### config.mk
export PLATFORM = sky130hd
export DESIGN_NAME = round_robin_task_scheduler_core_flat
export DESIGN_NICKNAME = d
export VERILOG_FILES = /design/src/hw/rtl/rrts_pkg.sv /design/src/hw/rtl/rrts_if.sv /design/src/hw/rtl/round_robin_task_scheduler_core.sv /design/src/hw/rtl/rrts_link_mem.sv /design/src/hw/rtl/rrts_cpu_acct.sv /design/src/flat_wrapper.sv
export SDC_FILE = /design/constraint.sdc
export NUM_CORES = 1
export LEC_CHECK = 0
export BUFFER_PORTS_ARGS = -buffer_cell sky130_fd_sc_hd__buf_2
export CAP_MARGIN = 20
export CORE_ASPECT_RATIO = 1.25
export CORE_MARGIN = 1.5
export CORE_UTILIZATION = 55
export DETAILED_ROUTE_END_ITERATION = 12
export PLACE_DENSITY_LB_ADDON = 0.2
export SETUP_SLACK_MARGIN = 0.4
export SLEW_MARGIN = 30
export SYNTH_ARGS = -nofsm -noshare
export SYNTH_HDL_FRONTEND = slang
export SYNTH_SLANG_ARGS = --single-unit
### constraint.sdc
create_clock -name clk -period 5 [get_ports clk]
set_input_delay 0.25 -clock clk [delete_from_list [all_inputs] [get_ports clk]]
set_output_delay 0.25 -clock clk [all_outputs]
set_load 0.02 [all_outputs]
### src/hw/rtl/rrts_pkg.sv
// ---------------------------------------------------------------------------
// rrts_pkg
// Shared types and constants of the round-robin ready-queue scheduler.
// ---------------------------------------------------------------------------
package rrts_pkg;

  // fixed field widths
  localparam int KIND_W     = 3;
  localparam int TID_W      = 4;
  localparam int COUNT_W    = 5;
  localparam int CPU_OUT_W  = 32;
  localparam int SLICE_W    = 8;
  localparam int APB_ADDR_W = 3;
  localparam int APB_DATA_W = 32;

  // register map, indexed by paddr[2]
  localparam logic REG_SLICE_TICKS = 1'b0;

  localparam logic [SLICE_W-1:0] SLICE_RESET = 8'd10;

  // item kinds
  typedef enum logic [KIND_W-1:0] {
    KIND_ADD          = 3'd0,
    KIND_REMOVE       = 3'd1,
    KIND_PICK         = 3'd2,
    KIND_TICK         = 3'd3,
    KIND_SET_RUN      = 3'd4,
    KIND_RESCHED_SET  = 3'd5,
    KIND_RESCHED_CLR  = 3'd6
  } kind_t;

  // link table control
  typedef struct packed {
    logic rd_en;
    logic next_we;
    logic prev_we;
  } link_ctl_t;

  // cpu time table control
  typedef struct packed {
    logic rd_en;
    logic acc_en;
  } cpu_ctl_t;

  // one result beat
  typedef struct packed {
    logic                 picked_valid;
    logic [TID_W-1:0]     picked_id;
    logic                 op_ignored;
    logic [COUNT_W-1:0]   queued_count;
    logic                 running_valid;
    logic [TID_W-1:0]     running_id;
    logic                 reschedule_pending;
    logic                 slice_expired;
    logic [CPU_OUT_W-1:0] running_cpu_time;
  } result_t;

endpackage

### src/hw/rtl/rrts_if.sv
// ---------------------------------------------------------------------------
// rrts_if
// Valid/ready channels of the scheduler: item beats in, result beats out.
// ---------------------------------------------------------------------------
interface rrts_in_if;
  import rrts_pkg::*;

  logic                valid;
  logic                ready;
  logic [KIND_W-1:0]   kind;
  logic [TID_W-1:0]    task_id;
  logic                task_present;

  modport source (output valid, kind, task_id, task_present, input ready);
  modport sink   (input valid, kind, task_id, task_present, output ready);
endinterface

interface rrts_out_if;
  import rrts_pkg::*;

  logic                 valid;
  logic                 ready;
  logic                 picked_valid;
  logic [TID_W-1:0]     picked_id;
  logic                 op_ignored;
  logic [COUNT_W-1:0]   queued_count;
  logic                 running_valid;
  logic [TID_W-1:0]     running_id;
  logic                 reschedule_pending;
  logic                 slice_expired;
  logic [CPU_OUT_W-1:0] running_cpu_time;

  modport source (output valid, picked_valid, picked_id, op_ignored, queued_count,
                  running_valid, running_id, reschedule_pending, slice_expired,
                  running_cpu_time, input ready);
  modport sink   (input valid, picked_valid, picked_id, op_ignored, queued_count,
                  running_valid, running_id, reschedule_pending, slice_expired,
                  running_cpu_time, output ready);
endinterface

### src/hw/rtl/round_robin_task_scheduler_core.sv
// ---------------------------------------------------------------------------
// round_robin_task_scheduler_core
// Round-robin ready-queue scheduler: a doubly linked queue of task numbers
// with a running task, a time-slice counter and per-task cpu time.
//
// Use:
//  - in_ch carries one command beat (kind, task_id, task_present); out_ch
//    returns exactly one result beat for each command.
//  - the APB port holds slice_ticks at byte address 0 (reset value 10);
//    write it only while no command is in flight.
//  - a command is read, then written back: the accept edge reads the link and cpu
//    time memories, and the edge that leaves ST_EXEC with the result register
//    free writes them back and loads the result register, which drives
//    out_ch.valid. A new command is taken only after the write-back of the
//    one in work, so one command is in flight at a time.
//  - the result register parts the channels: a new command is taken while
//    an earlier result still waits. If the receiver stalls, the command in
//    work holds until the result register frees up, and in_ch.ready stays
//    low meanwhile.
//  - after reset the queue is empty, no task runs, all cpu times read zero
//    and the block accepts commands at once.
// ---------------------------------------------------------------------------
module round_robin_task_scheduler_core #(
  parameter int MAX_TASKS     = 16,
  parameter int CPU_TIME_BITS = 32
) (
  input  logic                              clk,
  input  logic                              rst_n,
  rrts_in_if.sink                           in_ch,
  rrts_out_if.source                        out_ch,
  input  logic                              psel,
  input  logic                              penable,
  input  logic                              pwrite,
  input  logic [rrts_pkg::APB_ADDR_W-1:0]   paddr,
  input  logic [rrts_pkg::APB_DATA_W-1:0]   pwdata,
  output logic [rrts_pkg::APB_DATA_W-1:0]   prdata,
  output logic                              pready
);
  import rrts_pkg::*;

  localparam int IDX_W = (MAX_TASKS > 1) ? $clog2(MAX_TASKS) : 1;
  localparam int CNT_W = $clog2(MAX_TASKS + 1);

  typedef enum logic [1:0] {
    ST_IDLE = 2'b01,
    ST_EXEC = 2'b10
  } state_t;

  // control state
  state_t               state_r, state_nxt;
  logic [IDX_W-1:0]     head_r, head_nxt;
  logic [IDX_W-1:0]     tail_r, tail_nxt;
  logic [CNT_W-1:0]     count_r, count_nxt;
  logic [MAX_TASKS-1:0] in_queue_r, in_queue_nxt;
  logic                 run_valid_r, run_valid_nxt;
  logic [IDX_W-1:0]     run_id_r, run_id_nxt;
  logic [SLICE_W-1:0]   slice_cnt_r, slice_cnt_nxt;
  logic                 resched_r, resched_nxt;
  logic [SLICE_W-1:0]   slice_ticks_r;
  logic                 out_valid_r, out_valid_nxt;

  // captured command
  logic [KIND_W-1:0]    kind_r;
  logic [IDX_W-1:0]     tid_r;
  logic                 tid_ok_r;
  logic                 present_r;
  result_t              out_r, res;

  // memory side
  link_ctl_t                link_ctl;
  cpu_ctl_t                 cpu_ctl;
  logic [IDX_W-1:0]         next_raddr, prev_raddr, cpu_raddr;
  logic [IDX_W-1:0]         next_waddr, next_wdata, prev_waddr, prev_wdata;
  logic [IDX_W-1:0]         next_rdata, prev_rdata;
  logic [CPU_TIME_BITS-1:0] cur_time, new_time, run_time;

  logic                 in_fire, exec_go, cfg_we;
  logic                 in_tid_ok;
  logic [IDX_W-1:0]     in_idx;
  logic [SLICE_W-1:0]   cnt_inc;
  logic                 expired;

  // command decode at the accept edge
  assign in_ch.ready = (state_r == ST_IDLE);
  assign in_fire     = in_ch.valid && in_ch.ready;
  assign in_tid_ok   = ({{(32-TID_W){1'b0}}, in_ch.task_id} < 32'(MAX_TASKS));
  assign in_idx      = in_tid_ok ? IDX_W'(in_ch.task_id) : '0;

  // memory reads issued with the accept
  assign next_raddr     = (in_ch.kind == KIND_PICK) ? head_r : in_idx;
  assign prev_raddr     = in_idx;
  assign cpu_raddr      = (in_ch.kind == KIND_SET_RUN && in_ch.task_present && in_tid_ok)
                          ? in_idx : run_id_r;

  // the command completes once the result register is free
  assign exec_go = (state_r == ST_EXEC) && (!out_valid_r || out_ch.ready);
  assign cnt_inc = slice_cnt_r + SLICE_W'(1);

  // command execution
  always_comb begin
    head_nxt      = head_r;
    tail_nxt      = tail_r;
    count_nxt     = count_r;
    in_queue_nxt  = in_queue_r;
    run_valid_nxt = run_valid_r;
    run_id_nxt    = run_id_r;
    slice_cnt_nxt = slice_cnt_r;
    resched_nxt   = resched_r;
    next_waddr    = tail_r;
    next_wdata    = tid_r;
    prev_waddr    = tid_r;
    prev_wdata    = tail_r;
    link_ctl.rd_en   = in_fire;
    link_ctl.next_we = 1'b0;
    link_ctl.prev_we = 1'b0;
    cpu_ctl.rd_en    = in_fire;
    cpu_ctl.acc_en   = 1'b0;
    expired          = 1'b0;
    res              = '0;

    unique case (kind_r)
      KIND_ADD: begin
        if (!tid_ok_r || in_queue_r[tid_r]) begin
          res.op_ignored = 1'b1;
        end else begin
          // link behind the current tail
          if (count_r == '0) begin
            head_nxt = tid_r;
          end else begin
            link_ctl.next_we = 1'b1;
          end
          link_ctl.prev_we     = 1'b1;
          tail_nxt             = tid_r;
          in_queue_nxt[tid_r]  = 1'b1;
          count_nxt            = count_r + CNT_W'(1);
        end
      end
      KIND_REMOVE: begin
        if (!tid_ok_r || !in_queue_r[tid_r]) begin
          res.op_ignored = 1'b1;
        end else begin
          // splice the neighbors together
          if (tid_r == head_r) begin
            head_nxt = next_rdata;
          end else begin
            link_ctl.next_we = 1'b1;
            next_waddr       = prev_rdata;
            next_wdata       = next_rdata;
          end
          if (tid_r == tail_r) begin
            tail_nxt = prev_rdata;
          end else begin
            link_ctl.prev_we = 1'b1;
            prev_waddr       = next_rdata;
            prev_wdata       = prev_rdata;
          end
          in_queue_nxt[tid_r] = 1'b0;
          count_nxt           = count_r - CNT_W'(1);
          if (count_r == CNT_W'(1)) begin
            head_nxt = '0;
            tail_nxt = '0;
          end
        end
      end
      KIND_PICK: begin
        if (count_r != '0) begin
          res.picked_valid     = 1'b1;
          res.picked_id        = TID_W'(head_r);
          in_queue_nxt[head_r] = 1'b0;
          count_nxt            = count_r - CNT_W'(1);
          if (count_r > CNT_W'(1)) begin
            head_nxt = next_rdata;
          end else begin
            head_nxt = '0;
            tail_nxt = '0;
          end
        end
      end
      KIND_TICK: begin
        if (run_valid_r) begin
          if (cnt_inc >= slice_ticks_r) begin
            slice_cnt_nxt  = '0;
            cpu_ctl.acc_en = 1'b1;
            resched_nxt    = 1'b1;
            expired        = 1'b1;
          end else begin
            slice_cnt_nxt = cnt_inc;
          end
        end
      end
      KIND_SET_RUN: begin
        if (!present_r) begin
          run_valid_nxt = 1'b0;
          run_id_nxt    = '0;
        end else if (tid_ok_r) begin
          run_valid_nxt = 1'b1;
          run_id_nxt    = tid_r;
        end
      end
      KIND_RESCHED_SET: resched_nxt = 1'b1;
      KIND_RESCHED_CLR: resched_nxt = 1'b0;
      default: ;
    endcase

    // commit only on the completing cycle
    if (!exec_go) begin
      link_ctl.next_we = 1'b0;
      link_ctl.prev_we = 1'b0;
      cpu_ctl.acc_en   = 1'b0;
    end

    // report fields
    run_time               = expired ? new_time : cur_time;
    res.queued_count       = COUNT_W'(count_nxt);
    res.running_valid      = run_valid_nxt;
    res.running_id         = run_valid_nxt ? TID_W'(run_id_nxt) : '0;
    res.reschedule_pending = resched_nxt;
    res.slice_expired      = expired;
    res.running_cpu_time   = run_valid_nxt ? CPU_OUT_W'(run_time) : '0;
  end

  // sequencer and result register handshake
  always_comb begin
    state_nxt     = state_r;
    out_valid_nxt = out_valid_r;
    unique case (state_r)
      ST_IDLE: if (in_fire) state_nxt = ST_EXEC;
      ST_EXEC: if (exec_go) state_nxt = ST_IDLE;
      default: state_nxt = ST_IDLE;
    endcase
    if (exec_go) begin
      out_valid_nxt = 1'b1;
    end else if (out_ch.ready) begin
      out_valid_nxt = 1'b0;
    end
  end

  // control registers
  always_ff @(posedge clk) begin
    if (!rst_n) begin
      state_r     <= ST_IDLE;
      head_r      <= '0;
      tail_r      <= '0;
      count_r     <= '0;
      in_queue_r  <= '0;
      run_valid_r <= 1'b0;
      run_id_r    <= '0;
      slice_cnt_r <= '0;
      resched_r   <= 1'b0;
      out_valid_r <= 1'b0;
    end else begin
      state_r     <= state_nxt;
      out_valid_r <= out_valid_nxt;
      if (exec_go) begin
        head_r      <= head_nxt;
        tail_r      <= tail_nxt;
        count_r     <= count_nxt;
        in_queue_r  <= in_queue_nxt;
        run_valid_r <= run_valid_nxt;
        run_id_r    <= run_id_nxt;
        slice_cnt_r <= slice_cnt_nxt;
        resched_r   <= resched_nxt;
      end
    end
  end

  // captured command and result payload
  always_ff @(posedge clk) begin
    if (in_fire) begin
      kind_r    <= in_ch.kind;
      tid_r     <= in_idx;
      tid_ok_r  <= in_tid_ok;
      present_r <= in_ch.task_present;
    end
    if (exec_go) begin
      out_r <= res;
    end
  end

  // configuration register
  assign cfg_we = psel && penable && pwrite && pready && (paddr[2] == REG_SLICE_TICKS);
  assign pready = 1'b1;
  assign prdata = (paddr[2] == REG_SLICE_TICKS)
                  ? {{(APB_DATA_W-SLICE_W){1'b0}}, slice_ticks_r} : '0;

  always_ff @(posedge clk) begin
    if (!rst_n) begin
      slice_ticks_r <= SLICE_RESET;
    end else if (cfg_we) begin
      slice_ticks_r <= pwdata[SLICE_W-1:0];
    end
  end

  // result channel
  assign out_ch.valid              = out_valid_r;
  assign out_ch.picked_valid       = out_r.picked_valid;
  assign out_ch.picked_id          = out_r.picked_id;
  assign out_ch.op_ignored         = out_r.op_ignored;
  assign out_ch.queued_count       = out_r.queued_count;
  assign out_ch.running_valid      = out_r.running_valid;
  assign out_ch.running_id         = out_r.running_id;
  assign out_ch.reschedule_pending = out_r.reschedule_pending;
  assign out_ch.slice_expired      = out_r.slice_expired;
  assign out_ch.running_cpu_time   = out_r.running_cpu_time;

  // link tables
  rrts_link_mem #(
    .MAX_TASKS (MAX_TASKS),
    .IDX_W     (IDX_W)
  ) u_link_mem (
    .clk        (clk),
    .ctl        (link_ctl),
    .next_raddr (next_raddr),
    .prev_raddr (prev_raddr),
    .next_waddr (next_waddr),
    .next_wdata (next_wdata),
    .prev_waddr (prev_waddr),
    .prev_wdata (prev_wdata),
    .next_rdata (next_rdata),
    .prev_rdata (prev_rdata)
  );

  // cpu time table
  rrts_cpu_acct #(
    .MAX_TASKS     (MAX_TASKS),
    .IDX_W         (IDX_W),
    .CPU_TIME_BITS (CPU_TIME_BITS)
  ) u_cpu_acct (
    .clk      (clk),
    .rst_n    (rst_n),
    .ctl      (cpu_ctl),
    .raddr    (cpu_raddr),
    .slice    (slice_ticks_r),
    .cur_time (cur_time),
    .new_time (new_time)
  );

endmodule

### src/hw/rtl/rrts_link_mem.sv
// ---------------------------------------------------------------------------
// rrts_link_mem
// Next and prev link tables of the ready queue, one synchronous memory each,
// one write and one registered read per cycle.
// ---------------------------------------------------------------------------
module rrts_link_mem #(
  parameter int MAX_TASKS = 16,
  parameter int IDX_W     = 4
) (
  input  logic                clk,
  input  rrts_pkg::link_ctl_t ctl,
  input  logic [IDX_W-1:0]    next_raddr,
  input  logic [IDX_W-1:0]    prev_raddr,
  input  logic [IDX_W-1:0]    next_waddr,
  input  logic [IDX_W-1:0]    next_wdata,
  input  logic [IDX_W-1:0]    prev_waddr,
  input  logic [IDX_W-1:0]    prev_wdata,
  output logic [IDX_W-1:0]    next_rdata,
  output logic [IDX_W-1:0]    prev_rdata
);
  import rrts_pkg::*;

  logic [IDX_W-1:0] next_mem [MAX_TASKS];
  logic [IDX_W-1:0] prev_mem [MAX_TASKS];
  logic [IDX_W-1:0] next_rdata_r;
  logic [IDX_W-1:0] prev_rdata_r;

  // next table
  always_ff @(posedge clk) begin
    if (ctl.next_we) begin
      next_mem[next_waddr] <= next_wdata;
    end
    if (ctl.rd_en) begin
      next_rdata_r <= next_mem[next_raddr];
    end
  end

  // prev table
  always_ff @(posedge clk) begin
    if (ctl.prev_we) begin
      prev_mem[prev_waddr] <= prev_wdata;
    end
    if (ctl.rd_en) begin
      prev_rdata_r <= prev_mem[prev_raddr];
    end
  end

  assign next_rdata = next_rdata_r;
  assign prev_rdata = prev_rdata_r;

endmodule

### src/hw/rtl/rrts_cpu_acct.sv
// ---------------------------------------------------------------------------
// rrts_cpu_acct
// Per-task cpu time table: registered read of one entry, slice accumulate
// and write back to the same entry. Valid bits stand in for the zero reset.
// ---------------------------------------------------------------------------
module rrts_cpu_acct #(
  parameter int MAX_TASKS     = 16,
  parameter int IDX_W         = 4,
  parameter int CPU_TIME_BITS = 32
) (
  input  logic                             clk,
  input  logic                             rst_n,
  input  rrts_pkg::cpu_ctl_t               ctl,
  input  logic [IDX_W-1:0]                 raddr,
  input  logic [rrts_pkg::SLICE_W-1:0]     slice,
  output logic [CPU_TIME_BITS-1:0]         cur_time,
  output logic [CPU_TIME_BITS-1:0]         new_time
);
  import rrts_pkg::*;

  logic [CPU_TIME_BITS-1:0] cpu_mem [MAX_TASKS];
  logic [CPU_TIME_BITS-1:0] rdata_r;
  logic [IDX_W-1:0]         raddr_r;
  logic [MAX_TASKS-1:0]     valid_r;

  // memory read and write back
  always_ff @(posedge clk) begin
    if (ctl.acc_en) begin
      cpu_mem[raddr_r] <= new_time;
    end
    if (ctl.rd_en) begin
      rdata_r <= cpu_mem[raddr];
      raddr_r <= raddr;
    end
  end

  // written-entry flags, a never-written entry reads as zero
  always_ff @(posedge clk) begin
    if (!rst_n) begin
      valid_r <= '0;
    end else if (ctl.acc_en) begin
      valid_r[raddr_r] <= 1'b1;
    end
  end

  assign cur_time = valid_r[raddr_r] ? rdata_r : '0;
  assign new_time = cur_time + CPU_TIME_BITS'(slice);

endmodule

### src/flat_wrapper.sv
// flat-port wrapper written by rule: the top's interface ports become plain ports
module round_robin_task_scheduler_core_flat import rrts_pkg::*;
#(
  parameter int MAX_TASKS     = 16,
  parameter int CPU_TIME_BITS = 32
)
  (clk, rst_n, psel, penable, pwrite, paddr, pwdata, prdata, pready, in_ch_valid, in_ch_kind, in_ch_task_id, in_ch_task_present, in_ch_ready, out_ch_valid, out_ch_picked_valid, out_ch_picked_id, out_ch_op_ignored, out_ch_queued_count, out_ch_running_valid, out_ch_running_id, out_ch_reschedule_pending, out_ch_slice_expired, out_ch_running_cpu_time, out_ch_ready);
  rrts_in_if in_ch_i ();
  rrts_out_if out_ch_i ();
  input  logic clk;
  input  logic rst_n;
  input  logic psel;
  input  logic penable;
  input  logic pwrite;
  input  logic [rrts_pkg::APB_ADDR_W-1:0] paddr;
  input  logic [rrts_pkg::APB_DATA_W-1:0] pwdata;
  output logic [rrts_pkg::APB_DATA_W-1:0] prdata;
  output logic pready;
  input wire logic [$bits(in_ch_i.valid)-1:0] in_ch_valid;
  input wire logic [$bits(in_ch_i.kind)-1:0] in_ch_kind;
  input wire logic [$bits(in_ch_i.task_id)-1:0] in_ch_task_id;
  input wire logic [$bits(in_ch_i.task_present)-1:0] in_ch_task_present;
  output wire logic [$bits(in_ch_i.ready)-1:0] in_ch_ready;
  output wire logic [$bits(out_ch_i.valid)-1:0] out_ch_valid;
  output wire logic [$bits(out_ch_i.picked_valid)-1:0] out_ch_picked_valid;
  output wire logic [$bits(out_ch_i.picked_id)-1:0] out_ch_picked_id;
  output wire logic [$bits(out_ch_i.op_ignored)-1:0] out_ch_op_ignored;
  output wire logic [$bits(out_ch_i.queued_count)-1:0] out_ch_queued_count;
  output wire logic [$bits(out_ch_i.running_valid)-1:0] out_ch_running_valid;
  output wire logic [$bits(out_ch_i.running_id)-1:0] out_ch_running_id;
  output wire logic [$bits(out_ch_i.reschedule_pending)-1:0] out_ch_reschedule_pending;
  output wire logic [$bits(out_ch_i.slice_expired)-1:0] out_ch_slice_expired;
  output wire logic [$bits(out_ch_i.running_cpu_time)-1:0] out_ch_running_cpu_time;
  input wire logic [$bits(out_ch_i.ready)-1:0] out_ch_ready;
  assign in_ch_i.valid = in_ch_valid;
  assign in_ch_i.kind = in_ch_kind;
  assign in_ch_i.task_id = in_ch_task_id;
  assign in_ch_i.task_present = in_ch_task_present;
  assign in_ch_ready = in_ch_i.ready;
  assign out_ch_valid = out_ch_i.valid;
  assign out_ch_picked_valid = out_ch_i.picked_valid;
  assign out_ch_picked_id = out_ch_i.picked_id;
  assign out_ch_op_ignored = out_ch_i.op_ignored;
  assign out_ch_queued_count = out_ch_i.queued_count;
  assign out_ch_running_valid = out_ch_i.running_valid;
  assign out_ch_running_id = out_ch_i.running_id;
  assign out_ch_reschedule_pending = out_ch_i.reschedule_pending;
  assign out_ch_slice_expired = out_ch_i.slice_expired;
  assign out_ch_running_cpu_time = out_ch_i.running_cpu_time;
  assign out_ch_i.ready = out_ch_ready;
  round_robin_task_scheduler_core #(.MAX_TASKS(MAX_TASKS), .CPU_TIME_BITS(CPU_TIME_BITS)) u_core (.clk(clk), .rst_n(rst_n), .in_ch(in_ch_i), .out_ch(out_ch_i), .psel(psel), .penable(penable), .pwrite(pwrite), .paddr(paddr), .pwdata(pwdata), .prdata(prdata), .pready(pready));
endmodule
After elaboration in Yosys (flattened, before gate mapping)
Memories as Yosys holds them, arrays and structs flattened. A register that Yosys moved wholly into a read port is not among the register bits.
Index checks and enable logic that the tools add are counted.
{"block": "totals", "output_inout_bits": 85, "ramBits": 640, "memories": 3, "wordCells": 176, "regBits": 132, "inputBits": 50}
{"name": "u_core.u_cpu_acct.cpu_mem", "words": 16, "width": 32, "rd": 1, "rd_ports_with_merged_regs": 1, "wr": 1, "line": "rrts_cpu_acct.sv:21", "rtl": "logic [CPU_TIME_BITS-1:0] cpu_mem [MAX_TASKS];"}
{"name": "u_core.u_link_mem.next_mem", "words": 16, "width": 4, "rd": 1, "rd_ports_with_merged_regs": 1, "wr": 1, "line": "rrts_link_mem.sv:23", "rtl": "logic [IDX_W-1:0] next_mem [MAX_TASKS];"}
{"name": "u_core.u_link_mem.prev_mem", "words": 16, "width": 4, "rd": 1, "rd_ports_with_merged_regs": 1, "wr": 1, "line": "rrts_link_mem.sv:24", "rtl": "logic [IDX_W-1:0] prev_mem [MAX_TASKS];"}
{"block": "classes", "bitwise_logic": 7, "reduce_logical": 23, "eq_ne": 22, "n_addsub": 4, "mux": 84, "n_lt_le_gt_ge": 8}
{"cell": "$mux 4", "count": 29}
{"cell": "$mux 32", "count": 2}
{"cell": "$mux 16", "count": 3}
{"cell": "$pmux 16 s3", "count": 1}
{"cell": "$add 32x8->32", "count": 1}
{"cell": "$and 16x16->16", "count": 2}
{"cell": "$not 16->16", "count": 2}
{"cell": "$or 16x16->16", "count": 2}
{"cell": "$mux 1", "count": 26}
{"cell": "$pmux 4 s3", "count": 2}
{"cell": "$mux 5", "count": 4}
{"cell": "$mux 8", "count": 2}
{"cell": "$lt 4x5->1 const B", "count": 3}
{"cell": "$pmux 5 s3", "count": 1}
{"cell": "$reduce_and 7->1", "count": 2}
{"cell": "$demux 1 s4", "count": 3}
{"cell": "$eq 3x3->1 const B", "count": 4}
{"cell": "$ge 4x1->1 const B", "count": 3}
{"cell": "$mux 2", "count": 5}
{"cell": "$eq 3x2->1 const B", "count": 3}
{"cell": "$logic_and 1x1->1", "count": 9}
{"cell": "$add 8x1->8 const B", "count": 1}
{"cell": "$bmux 1 s4", "count": 2}
{"cell": "$eq 4x4->1", "count": 2}
{"cell": "other kinds (25)", "count": 34}

Longest topological paths before layout
{"block": "logic_depth", "depth_word": 8, "depth_mapped": 15, "ltp_nobuf": 13}

Cells and area by module
From an unflattened synthesis, not the netlist that was laid out.
{"block": "hier_totals", "cells_unflattened": 1970, "area_unflattened_um2": 33942.6}
{"module": "rrts_cpu_acct", "n_inst": 1, "cells_per_inst": 995, "area_per_inst_um2": 22150.0}
{"module": "round_robin_task_scheduler_core", "n_inst": 1, "cells_per_inst": 715, "area_per_inst_um2": 6379.9}
{"module": "rrts_link_mem", "n_inst": 1, "cells_per_inst": 260, "area_per_inst_um2": 5412.7}

Least setup slack after synthesis
OpenSTA, ideal clock, no wires.
{"block": "synth_timing", "path_type": "reg-to-reg", "startpoint": "reg u_core.slice_cnt_r[2]", "endpoint": "mem u_core.u_cpu_acct.cpu_mem[0][0] (enable)", "setup_time_ns": 0.463, "stages_incl_launch_ff": 10, "arrival_ns": 4.384, "slack_ns": 0.153, "cell_sequence": "dfxtp_1 > nand3_1 > nor2_1 > xor2_1 > ha_1 > nand3_1 > o21ai_0 > and3_1 > or3b_1 > nor3_1"}
{"block": "synth_via", "elab_chain_len": 8}
{"element": "start, declared", "line": "round_robin_task_scheduler_core.sv:57", "rtl": "logic [SLICE_W-1:0] slice_cnt_r, slice_cnt_nxt;"}
{"element": "start signal, assigned", "line": "round_robin_task_scheduler_core.sv:261", "rtl": "slice_cnt_r <= slice_cnt_nxt;"}
{"element": "$add 8x1->8", "line": "round_robin_task_scheduler_core.sv:97", "rtl": "assign cnt_inc = slice_cnt_r + SLICE_W'(1);"}
{"element": "$ge 8x8->1", "line": "round_robin_task_scheduler_core.sv:181", "rtl": "if (cnt_inc >= slice_ticks_r) begin"}
{"element": "$mux 1", "line": "round_robin_task_scheduler_core.sv:181"}
{"element": "$mux 1", "line": "round_robin_task_scheduler_core.sv:180", "rtl": "if (run_valid_r) begin"}
{"element": "$mux 1", "line": "round_robin_task_scheduler_core.sv:121", "rtl": "unique case (kind_r)"}
{"element": "$mux 1", "line": "round_robin_task_scheduler_core.sv:206", "rtl": "if (!exec_go) begin"}
{"element": "$mux 1", "line": "rrts_cpu_acct.sv:28", "rtl": "if (ctl.acc_en) begin"}
{"element": "$mux 1 (implied by the code)", "line": "rrts_cpu_acct.sv:29", "rtl": "cpu_mem[raddr_r] <= new_time;"}
{"element": "end, declared", "line": "rrts_cpu_acct.sv:21"}
Every way passes these cells.

Final worst setup path
{"block": "layout_timing", "startpoint": "reg u_core.u_cpu_acct.raddr_r[0]", "endpoint": "mem u_core.u_cpu_acct.cpu_mem[11][28] (data pin)"}
{"block": "layout_via", "elab_chain_len": 4}
{"element": "start, declared", "line": "rrts_cpu_acct.sv:23", "rtl": "logic [IDX_W-1:0] raddr_r;"}
{"element": "start signal, assigned", "line": "rrts_cpu_acct.sv:33", "rtl": "raddr_r <= raddr;"}
{"element": "$bmux 1 s4", "line": "rrts_cpu_acct.sv:46", "rtl": "assign cur_time = valid_r[raddr_r] ? rdata_r : '0;"}
{"element": "$mux 1 (implied by the code)", "line": "rrts_cpu_acct.sv:46"}
{"element": "$mux 32", "line": "rrts_cpu_acct.sv:46"}
{"element": "$add 32x8->32", "line": "rrts_cpu_acct.sv:47", "rtl": "assign new_time = cur_time + CPU_TIME_BITS'(slice);"}
{"element": "net u_core.new_time[28]", "line": "round_robin_task_scheduler_core.sv:75", "rtl": "logic [CPU_TIME_BITS-1:0] cur_time, new_time, run_time;"}
The timed path passes the listed nets, and every way through them passes these cells. The select of a mux whose other input is x is not followed.

==> impl_metrics.tcl <==
set metrics [dict create \
    status "finished, final reports clean" \
    layout.area.seq_um2 23700 \
    synth-edff-count 742 \
    yosysWarnings 0 \
    diodes 0 \
    dr.pass1.iters 6 \
    via_per_inst 6.18 \
    tightestPinTransition_ps 986 \
    crit_fanout 20 \
    num_rows 102 \
    die_y_um 283 \
    area_growth_pct 13.2 \
    grt_pass1_vias 22700 \
    yosys_most_used_dff "edfxtp_1" \
    synth_area_um2 34500 \
    overflow 0 \
    holdPathStages 1 \
    async_reset_ff_frac 0 \
    dr.first_iter.drc_count 2687 \
    track_usage 0.278 \
    pre_cts_slack_ps 141 \
    fin_nets 2937 \
    dieArea_um2 64300 \
    antenna_left 0 \
    max_freq_ghz 0.230 \
    fin_setup_tns_ps 0 \
    antenna_found_initial 0 \
    critPathLaunchType "register" \
    fill_cells 4742 \
    min_period_ps 4350 \
    syn_avg_cell_area_um2 12.4 \
    multi_input_area_um2 10200 \
    layout_setup_ws_ps 649 \
    clock_sink_count 812 \
    hp-class "primary input to register" \
    wl_mm 89.2 \
    htree_levels 3 \
    regToRegStartpoint "u_core.u_cpu_acct.raddr_r[0]$_DFFE_PP_" \
    gp_congestion 0.936 \
    cts-buffers-inserted 81 \
    cts.clk_slew.worst_paths_ps 60 \
    r2r_cells 14 \
    post-dp-hpwl_mm 51.4 \
    worstHoldStart "in_ch_task_id[2]" \
    cts_root_buf "clkbuf_16" \
    cts_buffer_depth 3 \
    required_ps 5330 \
    skew_ps 22.3 \
    synth-seq-area-share 0.686 \
    reg2reg_slack_ps 650 \
    wl_per_cell_um 23.7 \
    post-synth-top-area-cell "edfxtp_1" \
    synth.area.top_cells "edfxtp_1 (65%), nand2_1 (6.8%), nand3_1 (4.2%)" \
    slew_headroom 0.343 \
    drc 0 \
    whs_endpoint "u_core.tid_r[2]$_DFFE_PP_" \
    insertion_delay_ps 640 \
    start_util 0.556 \
    setup_violations 0 \
    worstReg2RegEnd "u_core.u_cpu_acct.cpu_mem[11][28]$_DFFE_PP_" \
    critPathKind "register to register" \
    fin_crit_sh 0.870 \
    drive_gt1_frac 0.123 \
    finalPower_mw 14.1 \
    top_level_ports 135 \
    synth_top_area_share 0.646 \
    synth.most_common_cell "edfxtp_1" \
    powerDensity_nw_per_um2 360 \
    portBuffers 83 \
    grt_pass1_wl_mm 134 \
    peakVddDrop_uv 408 \
    p_leak_nw 13.6 \
    core_area_um2 62000 \
    finalHoldViolations 0 \
    rsz0062_at_grt "false" \
    yosys_register_bits 812 \
    worstPathArrival_ps 4680 \
    via_count 23200 \
    slew_viol_final 0 \
    hold_ws_ps 28.6 \
    grt_max_degree 135 \
    cts_tree "yes" \
    synth_common_cells "edfxtp_1 (742), nand2_1 (621), nand3_1 (291)" \
    netlist_instances 2792 \
    drv_cap 0 \
    synth.distinct_cells 81 \
    die_w_um 227 \
    endpoint_kind "register" \
]
per-stage QoR:
step,utilization,instances,area (um^2)
final,0.630,3760,39100
after global routing,0.630,3760,39100
after CTS,0.627,3754,38900
after detailed placement,0.581,3595,36000
after global placement,0.580,3593,36000
after floorplan,-,2815,34600
how the worst max path moves through the flow:
stage | start | end | slack, ps | cells past startpoint
after floorplan | u_core.slice_cnt_r[2]$_SDFFE_PN0P_ | u_core.u_cpu_acct.cpu_mem[3][0]$_DFFE_PP_ | 420 | 9
after global placement | u_core.u_cpu_acct.raddr_r[1]$_DFFE_PP_ | u_core.u_cpu_acct.cpu_mem[12][28]$_DFFE_PP_ | 310 | 14
after detailed placement | u_core.u_cpu_acct.raddr_r[1]$_DFFE_PP_ | u_core.u_cpu_acct.cpu_mem[6][26]$_DFFE_PP_ | 140 | 14
after CTS | u_core.u_cpu_acct.raddr_r[1]$_DFFE_PP_ | u_core.u_cpu_acct.cpu_mem[3][28]$_DFFE_PP_ | 370 | 14
after global routing | u_core.u_cpu_acct.raddr_r[0]$_DFFE_PP_ | u_core.u_cpu_acct.cpu_mem[13][20]$_DFFE_PP_ | 380 | 14
final | u_core.u_cpu_acct.raddr_r[0]$_DFFE_PP_ | u_core.u_cpu_acct.cpu_mem[11][28]$_DFFE_PP_ | 650 | 14
state kept, by name, summed over array words and instances (netlist names), 5 cells and up:
register,count
u_core.count_r,5
u_core.in_queue_r,16
u_core.out_ch.queued_count,5
u_core.out_ch.running_cpu_time,32
u_core.slice_cnt_r,8
u_core.slice_ticks_r,8
u_core.u_cpu_acct.cpu_mem,512
u_core.u_cpu_acct.rdata_r,32
u_core.u_cpu_acct.valid_r,16
u_core.u_link_mem.next_mem,64
u_core.u_link_mem.prev_mem,64
worst max-delay path, stage by stage, from the launching register on:
cell      delay, ps
edfxtp_1        500
mux4_2          540
mux2i_1         130
mux2_2          310
nor2b_1         100
ha_1            240
fa_1            470
a21oi_1         170
nor2b_1          80
a311o_1         400
o22a_2          340
buf_4           260
nand3_1         120
xor2_1          250
nor2_4          120
final cells by class:
cell class / count / area share
Clock inverter: 48 / 0.0148
Timing Repair Buffer: 167 / 0.0329
Multi-Input combinational cell: 1770 / 0.262
Inverter: 34 / 0.00346
Tap cell: 832 / 0.0267
Clock buffer: 97 / 0.0540
Sequential cell: 812 / 0.606
cell usage in the layout (no fill, tap or decap), types with 11 or more instances in the layout:
cell,instances
o21a_1,19
o21ai_1,11
buf_12,14
a211oi_1,29
bufinv_16,11
clkbuf_16,82
dlygate4sd3_1,14
nand4_1,14
inv_1,31
mux4_2,28
buf_2,83
xor2_1,35
dfxtp_1,70
o21ai_0,30
a21oi_1,43
edfxtp_1,742
o211ai_1,18
nand3_1,291
and2_1,21
nand2b_1,17
nor4_1,12
nand2_1,621
conb_1,25
nor3_1,33
clkbuf_1,15
buf_4,54
ha_1,20
and3_1,46
nor2_1,130
a31oi_1,59
clkinv_1,15
nor2_4,21
nor2b_1,17
a311oi_1,72
mux2i_1,13
xnor2_1,32
power by group:
part,switching (mW),internal (mW)
Combinational,0.305,0.138
Clock,2.58,3.60
Sequential,0.0713,7.37
routing by layer:
| metal | global-route usage | part of all wire | vias to the layer above | wire (um) |
|---|---|---|---|---|
| li1 | - | - | 10400 | - |
| met1 | 0.356 | 0.38 | 11500 | 34200 |
| met5 | 0 | 0 | - | 0 |
| met4 | 0.125 | 0.042 | 0 | 3710 |
| met2 | 0.469 | 0.50 | 1140 | 44700 |
| met3 | 0.0422 | 0.074 | 225 | 6590 |
kinds of logic after synthesis:
family | Yosys count | share of synthesized area
muxes | 58 | 0.0274
DFF | 812 | 0.686
and+or+nand+nor | 1266 | 0.163
xor gates and xnor gates | 73 | 0.0185
adders and majority gates | 21 | 0.00783
other | 2 | 0.000218
AOI/OAI and AO/OA | 327 | 0.0678
buffers and inverters | 233 | 0.0291
repair_timing:
action,4_1_cts,5_1_grt
hold endpoints to repair,14,0
pin swaps,0,1
gates resized for setup,10,12
hold buffers,14,0
buffers inserted,0,6
endpoints found under the setup margin,160,297
Power figures use the tool's default switching activity.
